==> config.mk <==
export PLATFORM = sky130hd
export DESIGN_NAME = trz_divider
export DESIGN_NICKNAME = d
export VERILOG_FILES = /design/src/hw/rtl/trz_pkg.sv /design/src/hw/rtl/trz_divider.sv
export SDC_FILE = /design/constraint.sdc
export NUM_CORES = 1
export LEC_CHECK = 0
export BUFFER_PORTS_ARGS = -buffer_cell sky130_fd_sc_hd__buf_4
export CAP_MARGIN = 15
export CORE_MARGIN = 2
export CORE_UTILIZATION = 30
export CTS_BUF_LIST = sky130_fd_sc_hd__clkbuf_4 sky130_fd_sc_hd__clkbuf_8
export CTS_CLUSTER_DIAMETER = 150
export DETAILED_ROUTE_END_ITERATION = 12
export HOLD_SLACK_MARGIN = 0.15
export MAX_ROUTING_LAYER = met4
export PLACE_DENSITY = 0.62
export SYNTH_ARGS = -nofsm -noshare
export SYNTH_HDL_FRONTEND = slang
export SYNTH_SLANG_ARGS = --single-unit
==> constraint.sdc <==
create_clock -name clk -period 3.17 [get_ports clk]
set_input_delay 0.317 -clock clk [delete_from_list [all_inputs] [get_ports clk]]
set_output_delay 0.317 -clock clk [all_outputs]
set_load 0.03 [all_outputs]
==> src/hw/rtl/trz_pkg.sv <==
package trz_pkg;

    localparam int MAX_WIDTH = 256;
    localparam int MAX_HEIGHT = 256;
    localparam int DEPTH_BITS = 24;
    localparam int XW = $clog2(MAX_WIDTH);
    localparam int YW = $clog2(MAX_HEIGHT);
    localparam int AW = XW + YW;
    localparam int STORE_SIZE = MAX_WIDTH * MAX_HEIGHT;
    localparam int DIM_W = 9;
    localparam int COORD_W = 16;
    localparam int COLOR_W = 24;
    localparam int ZIN_W = 24;
    localparam int CNT_W = 17;

    localparam logic [1:0] OP_DRAW = 2'd0;
    localparam logic [1:0] OP_READ = 2'd1;
    localparam logic [1:0] OP_CLEAR = 2'd2;

    localparam logic CFG_WIDTH = 1'b0;
    localparam logic CFG_HEIGHT = 1'b1;

    localparam logic [DEPTH_BITS-1:0] DEPTH_EMPTY = '1;

    typedef struct packed {
        logic [1:0] opcode;
        logic signed [COORD_W-1:0] ax;
        logic signed [COORD_W-1:0] ay;
        logic [ZIN_W-1:0] az;
        logic signed [COORD_W-1:0] bx;
        logic signed [COORD_W-1:0] by_coord;
        logic [ZIN_W-1:0] bz;
        logic signed [COORD_W-1:0] cx_coord;
        logic signed [COORD_W-1:0] cy_coord;
        logic [ZIN_W-1:0] cz;
        logic [COLOR_W-1:0] fill_color;
    } draw_word_t;

    typedef struct packed {
        logic [COLOR_W-1:0] read_color;
        logic [DEPTH_BITS-1:0] read_depth;
        logic [CNT_W-1:0] pixels_written;
        logic degenerate;
    } result_word_t;

    typedef struct packed {
        logic [1:0] index;
        logic [DIM_W-1:0] data;
    } cfg_word_t;

endpackage

==> src/hw/rtl/trz_divider.sv <==
module trz_divider import trz_pkg::*; (
    input  logic clk,
    input  logic rst_n,
    input  logic start,
    input  logic [79:0] num,
    input  logic [39:0] den,
    output logic busy,
    output logic [79:0] quot
);
    logic [6:0] cnt_reg, cnt_next;
    logic [79:0] q_reg, q_next;
    logic [40:0] r_reg, r_next;
    logic [39:0] d_reg, d_next;
    logic [41:0] trial;

    assign busy = (cnt_reg != 7'd0);
    assign quot = q_reg;

    always_comb
    begin
        cnt_next = cnt_reg;
        q_next = q_reg;
        r_next = r_reg;
        d_next = d_reg;
        trial = '0;
        if (start)
        begin
            cnt_next = 7'd80;
            q_next = num;
            r_next = '0;
            d_next = den;
        end
        else if (busy)
        begin
            trial = {r_reg, q_reg[79]} - {2'b00, d_reg};
            if (!trial[41])
            begin
                r_next = trial[40:0];
                q_next = {q_reg[78:0], 1'b1};
            end
            else
            begin
                r_next = {r_reg[39:0], q_reg[79]};
                q_next = {q_reg[78:0], 1'b0};
            end
            cnt_next = cnt_reg - 7'd1;
        end
    end

    always_ff @(posedge clk or negedge rst_n)
    begin
        if (!rst_n)
            cnt_reg <= '0;
        else
            cnt_reg <= cnt_next;
    end

    always_ff @(posedge clk)
    begin
        q_reg <= q_next;
        r_reg <= r_next;
        d_reg <= d_next;
    end
endmodule

==> results of run 1 <==
[worst register-to-register path, cell delays in order (launching register included)]
cell	delay (ns)
edfxtp_1	0.38
inv_1	0.07
ha_1	0.24
a21oi_2	0.20
o21ai_1	0.09
a21o_1	0.20
a21oi_2	0.16
o211ai_1	0.12
a311o_2	0.40
a31o_4	0.28
xnor2_4	0.28
buf_6	0.21
nand2_1	0.08
a311oi_2	0.25
[layer usage]
| layer | routed length (um) | vias up |
|---|---|---|
| met5 | 0 | - |
| met4 | 499 | 0 |
| met3 | 697 | 35 |
| met2 | 12100 | 158 |
| met1 | 11500 | 3686 |
| li1 | - | 3747 |
[cell usage in the layout, fill, tap and decap left out, drive strengths merged, types with 19 or more instances in the layout]
master and n:
nor2 69, inv 62, o21ai 31, dlygate4sd3 119, a311oi 22, a21oi 53, mux2 79, dfxtp 41
nand2 69, edfxtp 120, ha 41, clkbuf 19, buf 247, xnor2 25
[final cells by class]
| cell class | count | area share [%] |
|---|---|---|
| Timing Repair Buffer | 367 | 23.8 |
| Tap cell | 396 | 3.75 |
| Antenna cell | 1 | 0.0189 |
| Clock inverter | 14 | 1.42 |
| Sequential cell | 168 | 34.8 |
| Clock buffer | 18 | 1.83 |
| Inverter | 55 | 1.56 |
| Multi-Input combinational cell | 566 | 32.8 |
[repair_timing]
action | 4_1_cts | 5_1_grt
buffers inserted | 0 | 5
hold buffers | 119 | 0
endpoints found under the hold margin | 125 | 0
endpoints found under the setup margin | 0 | 41
gates resized for setup | 0 | 19
[worst paths after layout]
path                           start         end  slack (ns)  cells past startpoint
setup / recovery           d_reg[26]    r_reg[1]        0.12                     13
min in group asynchronous      rst_n  cnt_reg[0]        0.21                      2
hold reg to reg            r_reg[22]   r_reg[23]        0.51                      2
hold / removal               num[79]    quot[79]        0.18                      2
setup reg to reg           d_reg[26]    r_reg[1]        0.12                     13
max in group asynchronous      rst_n  cnt_reg[1]        2.82                      2
[metrics by stage]
stage                     TNS [ns]  hold slack (ns)  area, um2  instances
after floorplan                  0           0.0214       9300        830
final                            0            0.178      13200       1585
after detailed placement         0            0.134      11400       1427
after CTS                        0            0.155      13100       1578
after global routing        -0.312            0.161      13200       1585
after global placement           0            0.136      11400       1427
[synth_stat cells, types with 3 or more instances]
cell type | count | area share, %
buf_6 | 8 | 0.97
dfxtp_1 | 41 | 8.8
xnor2_1 | 24 | 2.3
ha_1 | 41 | 5.5
mux2_2 | 79 | 9.6
a211oi_2 | 7 | 0.94
o21a_1 | 3 | 0.24
mux2i_1 | 5 | 0.54
nor2b_1 | 5 | 0.34
o21bai_1 | 9 | 0.73
a211oi_1 | 10 | 0.81
and2_1 | 6 | 0.40
a21o_1 | 14 | 1.1
clkbuf_1 | 22 | 0.89
nand2b_1 | 9 | 0.61
nand4_1 | 10 | 0.67
nand2_1 | 69 | 2.8
a21oi_1 | 51 | 2.8
a311oi_2 | 19 | 3.1
a31oi_1 | 8 | 0.54
inv_1 | 54 | 2.2
buf_1 | 6 | 0.24
nor2_1 | 69 | 2.8
o21ai_0 | 29 | 1.6
edfxtp_1 | 120 | 39
a41oi_1 | 4 | 0.38
nand3_1 | 11 | 0.59
a311oi_1 | 3 | 0.28
dfrtp_1 | 7 | 1.9
nor4_1 | 7 | 0.47
o211ai_1 | 5 | 0.40
nand3b_1 | 3 | 0.24
o31ai_1 | 3 | 0.24
xor2_1 | 11 | 1.0
or3_1 | 3 | 0.20
nor3_1 | 17 | 0.92
[power groups by stage]
stage / logic, W / registers [W] / clock network (W)
finish: 0.00296 / 0.00287 / 0.00171
global route: 0.00321 / 0.00291 / 0.00186
CTS: 0.00284 / 0.00286 / 0.00177
detailed placement: 0.00271 / 0.00291 / 0
global placement: 0.00268 / 0.00291 / 0
floorplan: 0.00166 / 0.00310 / 0
[cell families (layout without fill, tap and decap cells)]
| kind of cell | after synthesis | in the layout |
|---|---|---|
| AND/OR/NAND/NOR | 217 | 217 |
| adder cells (fa/ha/maj) | 42 | 42 |
| other | 0 | 1 |
| flip-flops | 168 | 168 |
| buffers and inverters | 96 | 454 |
| AO/OA/AOI/OAI | 186 | 186 |
| multiplexers | 84 | 84 |
| XOR/XNOR | 37 | 37 |
==> impl_metrics.yaml, run 1 <==
global_routing:
  grt_antenna_before_repair: 1
  met1_usage_pct: 19.5
  gr-usage-met2_pct: 25.4
  grt_pass1_wl_um: 39600
  top_usage_layer: "met2"
  track_usage_pct: 15.5
  overflow: 0
  grt_max_degree: 96
  met3_usage_pct: 2.82
  first_global_vias: 7678
critical_path:
  crit_required_ns: 3.55
  slowest_stage: "a311o_2"
  crit_path_end_kind: "flip-flop"
  arrival_ns: 3.42
  cp_top_family: "compound AO/OA/AOI/OAI gates"
  cp_max_fo: 13
  worstSetupStartpointType: "flip-flop"
  path_cells: "inv_1 -> ha_1 -> a21oi_2 -> o21ai_1 -> a21o_1 -> a21oi_2 -> o211ai_1 -> a311o_2 -> a31o_4 -> xnor2_4 -> buf_6 -> nand2_1 -> a311oi_2"
  crit_type: "reg -> reg"
  critical_path.most_common_cell: "a21oi_2"
  max_stage_delay_ns: 0.40
  crit_buf_inv: 2
place:
  io_buffers: 203
  hpwl_um: 17100
  place_ws_ns: 0.0898
  place.gp.congestion: 0.823
drt:
  drt-wirelength-per-cell_um: 15.7
  drc: 0
  totalWireLength_um: 24900
  ant_nets: 0
  vias_per_cell: 4.81
  first_iter_violations: 435
  dr_total_vias: 7626
  firstDrtPassIters: 4
timing:
  max_freq_mhz: 328
  hold_viol: 0
  tightest_slew_ns: 1.12
  finalCritPeriodShare_pct: 96.1
  rsz0062_at_grt: "true"
  setup_viol: 0
  fin_worst_skew_ns: 0.0208
  timing.slew.headroom_pct: 25.1
  slew_violations: 0
  setup_slack_ns: 0.122
  period_minus_slack_ns: 3.05
die:
  coreArea_mm2: 0.0305
  die_x_um: 180
  fp.dieH_um: 180
  rows: 64
  die_area_mm2: 0.0324
  start_util_pct: 30.4
  ios: 204
synthesis:
  synth_compound_area_share_pct: 15.2
  post_synth.cell_area_avg_um2: 11.2
  syn-num-nets: 995
  synth_fa_ha_area_share_pct: 5.74
  synth.area.mux_share_pct: 10.1
  syn_inst: 830
  synth-simple-area-share_pct: 10.7
  syn-cell-area_mm2: 0.00928
  async_flop_share_pct: 4.17
  synth-seq-cells: 168
  synth_top_family_by_area: "compound AO/OA/AOI/OAI gates"
  synthDistinctLibCells: 68
  synth_xor_area_share_pct: 3.77
  seq_area_frac_synth_pct: 49.6
  synth-edff-count: 120
  synth_ff_type: "edfxtp_1"
  yosysWarningCount: 0
clocking:
  cts.sinks: 168
  cts_buffers: 17
  cts-root-buf: "clkbuf_8"
  path_clk_slew_ns: 0.09
  cts_tree: "built"
  htree_levels: 4
  cts_buffer_depth: 2
  insertion_delay_ns: 0.48
final_layout:
  finalCoreUtilization_pct: 43.3
  largest_reg_flops: 80
  area_growth_pct: 42.3
  multi_input_area_mm2: 0.00434
  regArea_mm2: 0.00460
  nets: 1340
  drive_gt1_share_pct: 34.6
  fillers: 2872
power:
  power.sequential.fraction_pct: 38.1
  cellPowerDensity_mw_per_mm2: 571
  pwr-share-clk_pct: 22.7
  power_switching_w: 0.00265
  finalPower_w: 0.00754
  p_int_w: 0.00489
  p_leak_nw: 5.55
  p_sw_share_pct: 35.2
  comb_power_share_pct: 39.3
  ir_drop_v: 0.000343
outcome:
  status: "completed"
hold_path:
  min_path_type: "in -> reg"
flow_run:
  maxCapViolCount: 0
Note: power is estimated with default switching activity, not from simulation.
==> run 2, diff against run 1 <==
--- a/config.mk
+++ b/config.mk
@@ -5,6 +5,7 @@
 export SDC_FILE = /design/constraint.sdc
 export NUM_CORES = 1
 export LEC_CHECK = 0
+export ABC_AREA = 1
 export BUFFER_PORTS_ARGS = -buffer_cell sky130_fd_sc_hd__buf_4
 export CAP_MARGIN = 15
 export CORE_MARGIN = 2
@@ -14,7 +15,7 @@
 export DETAILED_ROUTE_END_ITERATION = 12
 export HOLD_SLACK_MARGIN = 0.15
 export MAX_ROUTING_LAYER = met4
-export PLACE_DENSITY = 0.62
+export PLACE_DENSITY = 0.61
 export SYNTH_ARGS = -nofsm -noshare
 export SYNTH_HDL_FRONTEND = slang
 export SYNTH_SLANG_ARGS = --single-unit
==> impl_metrics.yaml, run 2 <==
outcome:
  status: "completed"
clocking:
  cts_buffer_depth: 2
  cts_tree: "built"
  htree_levels: 4
  cts_buffers: 17
  cts-root-buf: "clkbuf_8"
  path_clk_slew_ns: 0.10
  post_cts_buffers: 0
  cts.sinks: 168
  insertion_delay_ns: 0.50
drt:
  dr_wl_met3_um: 1890
  first_iter_violations: 534
  totalWireLength_um: 33200
  routed.top_layer: "met4"
  drt-wirelength-per-cell_um: 14.5
  vias_per_cell: 4.53
  ant_nets: 0
  drc: 0
  dr_total_vias: 10400
  routedLengthMet1_um: 14800
  firstDrtPassIters: 5
  wl_met2_um: 15800
synthesis:
  post_synth.cell_area_avg_um2: 6.97
  syn-num-nets: 1672
  async_flop_share_pct: 4.17
  synthDistinctLibCells: 37
  syn_inst: 1507
  synth-edff-count: 120
  seq_area_frac_synth_pct: 43.8
  yosysWarningCount: 0
  syn-cell-area_mm2: 0.0105
  synth_commonest_cells: "630 x nand2_1, 215 x inv_1, 171 x nor2_1"
  synth_top_cell_area_share_pct: 34.3
  synth.most_common_cell: "nand2_1"
  synth_top_area_cell: "edfxtp_1"
  synth_area_leaders: "edfxtp_1 34%, nand2_1 23%, dfxtp_1 7.8%"
  synth-seq-cells: 168
  synth_ff_type: "edfxtp_1"
final_layout:
  fin_area_mm2: 0.0141
  nets: 1983
  drive_gt1_share_pct: 14.9
  fillers: 3579
  layout_commonest_cell: "nand2_1"
  antenna_cells: 0
  largest_reg_flops: 80
  final_cell_mix: "629 x nand2_1, 214 x inv_1, 210 x buf_4"
  area_growth_pct: 34.5
die:
  rows: 68
  die_area_mm2: 0.0365
  die_x_um: 191
  coreArea_mm2: 0.0345
  ios: 204
  fp.dieH_um: 191
  start_util_pct: 30.4
critical_path:
  crit_type: "reg -> reg"
  r2r_start: "d_reg[24]"
  arrival_ns: 2.91
  worstSetupStartpointType: "flip-flop"
  rr_endpoint: "r_reg[17]"
  r2r_setup_slack_ns: 0.64
  crit_path_end_kind: "flip-flop"
  cp_max_fo: 27
  crit_required_ns: 3.55
  rr_worst_depth: 16
global_routing:
  grt_antenna_before_repair: 0
  grt_max_degree: 159
  overflow: 0
  track_usage_pct: 19.2
  first_global_vias: 10500
  grt_pass1_wl_um: 53200
timing:
  fin_worst_skew_ns: 0.0219
  max_freq_mhz: 396
  setup_slack_ns: 0.643
  slew_violations: 0
  tightest_slew_ns: 1.05
  tns_ns: 0
  setup_viol: 0
  rsz0062_at_grt: "false"
  timing.slew.headroom_pct: 29.8
  finalCritPeriodShare_pct: 79.7
  period_minus_slack_ns: 2.53
  hold_viol: 0
hold_path:
  min_path_cells: 3
  min_from: "num[73]"
  min_path_type: "in -> reg"
  min_delay_worst_endpoint: "quot[73]"
place:
  io_buffers: 203
  place.gp.congestion: 0.941
  hpwl_um: 24200
  dpl_cell_area_mm2: 0.0125
  place_ws_ns: 0.600
flow_run:
  maxCapViolCount: 0
power:
  ir_drop_v: 0.000346
  p_leak_nw: 7.60
  cellPowerDensity_mw_per_mm2: 660
==> run 2: repair_timing <==
action                                 in CTS  in global routing
gates resized for setup                     0                  0
hold buffers                              121                  0
endpoints found under the hold margin     129                  0
==> run 2: worst max-delay path by stage <==
stage	from	to	slack, ns	cells after the start
global placement	d_reg[16]	quot[0]	0.64	11
detailed placement	d_reg[16]	quot[0]	0.60	11
CTS	d_reg[16]	quot[0]	0.60	11
finish	d_reg[24]	r_reg[17]	0.64	16
global route	d_reg[24]	r_reg[5]	0.38	16
floorplan	cnt_reg[0]	quot[0]	0.07	5
==> run 2: area by class of cell <==
type / count / area, um2 / share of cell area, %
inverters: 223 / 837 / 5.92
repair buffers: 334 / 2840 / 20.1
multi-input cells: 1074 / 4880 / 34.5
flip-flops and latches: 168 / 4600 / 32.5
well taps: 455 / 569 / 4.03
clock buffers: 18 / 241 / 1.71
clock inverters: 13 / 170 / 1.20
==> run 2: cells by family after synthesis <==
logic type                 synth area share [%]
buffers and inverters                      9.91
AOI/OAI and AO/OA                          3.11
and+or+nand+nor                            36.9
xor gates and xnor gates                   1.25
DFF                                        43.8
adders and majority gates                  5.07
==> run 2: power by group <==
part | internal, W | total [W] | switching, W
clock network | 0.000795 | 0.00171 | 0.000912
logic | 0.00163 | 0.00459 | 0.00297
registers | 0.00275 | 0.00302 | 0.000279
total | 0.00517 | 0.00932 | 0.00416
==> run 2: worst max-delay path, cell delays in order, from the launching register on <==
cell,delay (ns)
edfxtp_1,0.35
inv_1,0.05
ha_1,0.37
nand2_1,0.16
inv_1,0.05
a21oi_1,0.23
nand2_1,0.15
clkinv_1,0.06
nand2_1,0.05
nand2_1,0.13
nand3_2,0.12
nand2_2,0.12
nand2_4,0.24
nand2_1,0.14
nand3_1,0.07
nand2_1,0.08
inv_1,0.04
==> run 2: through the flow <==
stage / cells / power [W] / utilization [%] / hold WS, ns
after floorplan: 1507 / 0.00624 / - / 0.0214
after global placement: 2133 / 0.00747 / 36.2 / 0.134
after detailed placement: 2133 / 0.00752 / 36.2 / 0.137
after CTS: 2285 / 0.00938 / 40.9 / 0.172
after global routing: 2285 / 0.0101 / 40.9 / 0.183
final: 2285 / 0.00932 / 40.9 / 0.207
==> run 2: per-layer routing <==
layer  track usage, %  vias to the layer above
met1             23.3                     4731
li1                 -                     5273
met2             31.9                      313
met4             5.74                        0
met5                -                        -
met3             4.24                       39
==> run 3, diff against run 2 <==
==> constraint.sdc (replaced) <==
create_clock -name clk -period 2.25 [get_ports clk]
set_input_delay 0.225 -clock clk [delete_from_list [all_inputs] [get_ports clk]]
set_output_delay 0.225 -clock clk [all_outputs]
set_load 0.03 [all_outputs]
==> impl_metrics.yaml, run 3 (synthesized netlist as in run 2, its figures left out) <==
global_routing:
  overflow: 0
  met1_usage_pct: 25.1
  grt_max_degree: 62
  met3_usage_pct: 3.32
  first_global_vias: 10900
  grt_pass1_wl_um: 55900
  grt_antenna_before_repair: 0
  gr-usage-met2_pct: 34.0
  track_usage_pct: 20.3
  top_usage_layer: "met2"
critical_path:
  arrival_ns: 2.66
  crit_type: "reg -> reg"
  rr_worst_depth: 14
  cp-endpoint: "r_reg[9]"
  crit_required_ns: 2.65
  r2r_start: "r_reg[29]"
  crit_path_end_kind: "flip-flop"
  r2r_setup_slack_ns: -0.008
  cp_max_fo: 6
  rr_endpoint: "r_reg[9]"
  critPathLaunch: "r_reg[29]"
  worstSetupStartpointType: "flip-flop"
die:
  ios: 204
  fp.dieH_um: 191
  rows: 68
  die_x_um: 191
  coreArea_mm2: 0.0345
  die_area_mm2: 0.0365
  start_util_pct: 30.4
clocking:
  htree_levels: 4
  cts_buffer_depth: 2
  cts_tree: "built"
  cts-root-buf: "clkbuf_8"
  path_clk_slew_ns: 0.09
  insertion_delay_ns: 0.51
  cts_buffers: 17
  cts.sinks: 168
power:
  cellPowerDensity_mw_per_mm2: 989
  p_leak_nw: 8.42
  ir_drop_v: 0.000536
drt:
  first_iter_violations: 548
  firstDrtPassIters: 5
  drt-wirelength-per-cell_um: 15.5
  ant_nets: 0
  drc: 0
  dr_total_vias: 11000
  vias_per_cell: 4.60
  totalWireLength_um: 37000
flow_run:
  maxCapViolCount: 0
timing:
  rsz0062_at_grt: "true"
  period_minus_slack_ns: 2.26
  finalCritPeriodShare_pct: 100
  fin_worst_skew_ns: 0.0198
  tightest_slew_ns: 0.664
  max_freq_mhz: 443
  setup_slack_ns: -0.00802
  timing.slew.headroom_pct: 55.7
  holdWs_ns: 0.440
  hold_viol: 0
  slew_violations: 0
  setup_viol: 2
place:
  hpwl_um: 26200
  io_buffers: 203
  place.gp.congestion: 0.939
  dpl_cell_area_mm2: 0.0133
  place_ws_ns: -0.178
final_layout:
  largest_reg_flops: 80
  finalCoreUtilization_pct: 47.2
  layout_commonest_cell: "nand2_1"
  area_growth_pct: 55.3
  final_cell_mix: "531 x nand2_1, 300 x buf_4, 199 x inv_1"
  drive_gt1_share_pct: 30.5
  nets: 2090
  antenna_cells: 0
  fin_area_mm2: 0.0163
outcome:
  violations: "negative setup slack"
  status: "finished with violations"
hold_path:
  min_path_type: "in -> reg"
[run 3: changes by cell type in the layout (fill, tap and decap cells not counted), moves of 15 or more]
cell	change
buf_4	+90
ha_1	-33
ha_4	+33
inv_1	-15
inv_2	+15
nand2_1	-98
nand2_2	+75
nand2_4	+20
nand3_1	-23
nand3_2	+15
nor2_1	-30
nor2_4	+17
[run 3: worst min path at each step]
stage                     startpoint          to  slack [ns]  cells after the start
after CTS                     den[7]    d_reg[7]        0.39                      2
final                         den[7]    d_reg[7]        0.44                      2
after global routing         den[10]   d_reg[10]        0.42                      2
after detailed placement       rst_n  cnt_reg[6]        0.04                      1
after global placement         rst_n  cnt_reg[4]        0.04                      1
after floorplan                rst_n  cnt_reg[0]       -0.07                      0
[run 3: area by class of cell]
class                   instances  area (um2)
well taps                     455         569
multi-input cells            1074        6130
fillers                      3418       18200
clock buffers                  17         234
inverters                     223         840
clock inverters                13         130
flip-flops and latches        168        4600
repair buffers                441        3810
[run 3: worst max-delay path, stage by stage, from the launching register on]
cell       delay [ns]
dfxtp_1          0.45
ha_4             0.25
nand2_1          0.08
nand2_2          0.08
a21oi_4          0.18
nand2_2          0.10
a21oi_4          0.26
nand3_4          0.13
nand2_4          0.14
nand2_8          0.11
clkbuf_16        0.18
nand2_2          0.05
nand3_1          0.06
nand2_1          0.07
inv_1            0.04
[run 3: metal layers]
layer | share of wire, % | vias to the layer above
met4 | 2.0 | 0
met5 | 0 | -
met3 | 5.7 | 34
met1 | 43 | 5124
met2 | 49 | 330
li1 | - | 5500
[run 3: power breakdown]
group	leakage (nW)	internal, W	switching [W]	total [W]
Combinational	6.55	0.00415	0.00536	0.00952
Clock	0.180	0.000965	0.00126	0.00223
Sequential	1.69	0.00387	0.000517	0.00439
[run 3: per-stage QoR]
step,total power [W],std cells,setup TNS (ns)
2_1_floorplan,0.00879,1507,0
3_3_place_gp,0.0116,2225,-2.05
3_5_place_dp,0.0116,2225,-2.11
4_1_cts,0.0142,2379,-0.164
5_1_grt,0.0172,2391,-3.49
6_report,0.0161,2391,-0.0108
[run 3: timing repair]
action | 4_1_cts | 5_1_grt
setup endpoints to repair | 42 | 43
hold buffers | 123 | 0
hold endpoints to repair | 147 | 0
setup buffers | 1 | 9
gates resized for setup | 24 | 269
cloned | 0 | 3
pin swaps | 2 | 77
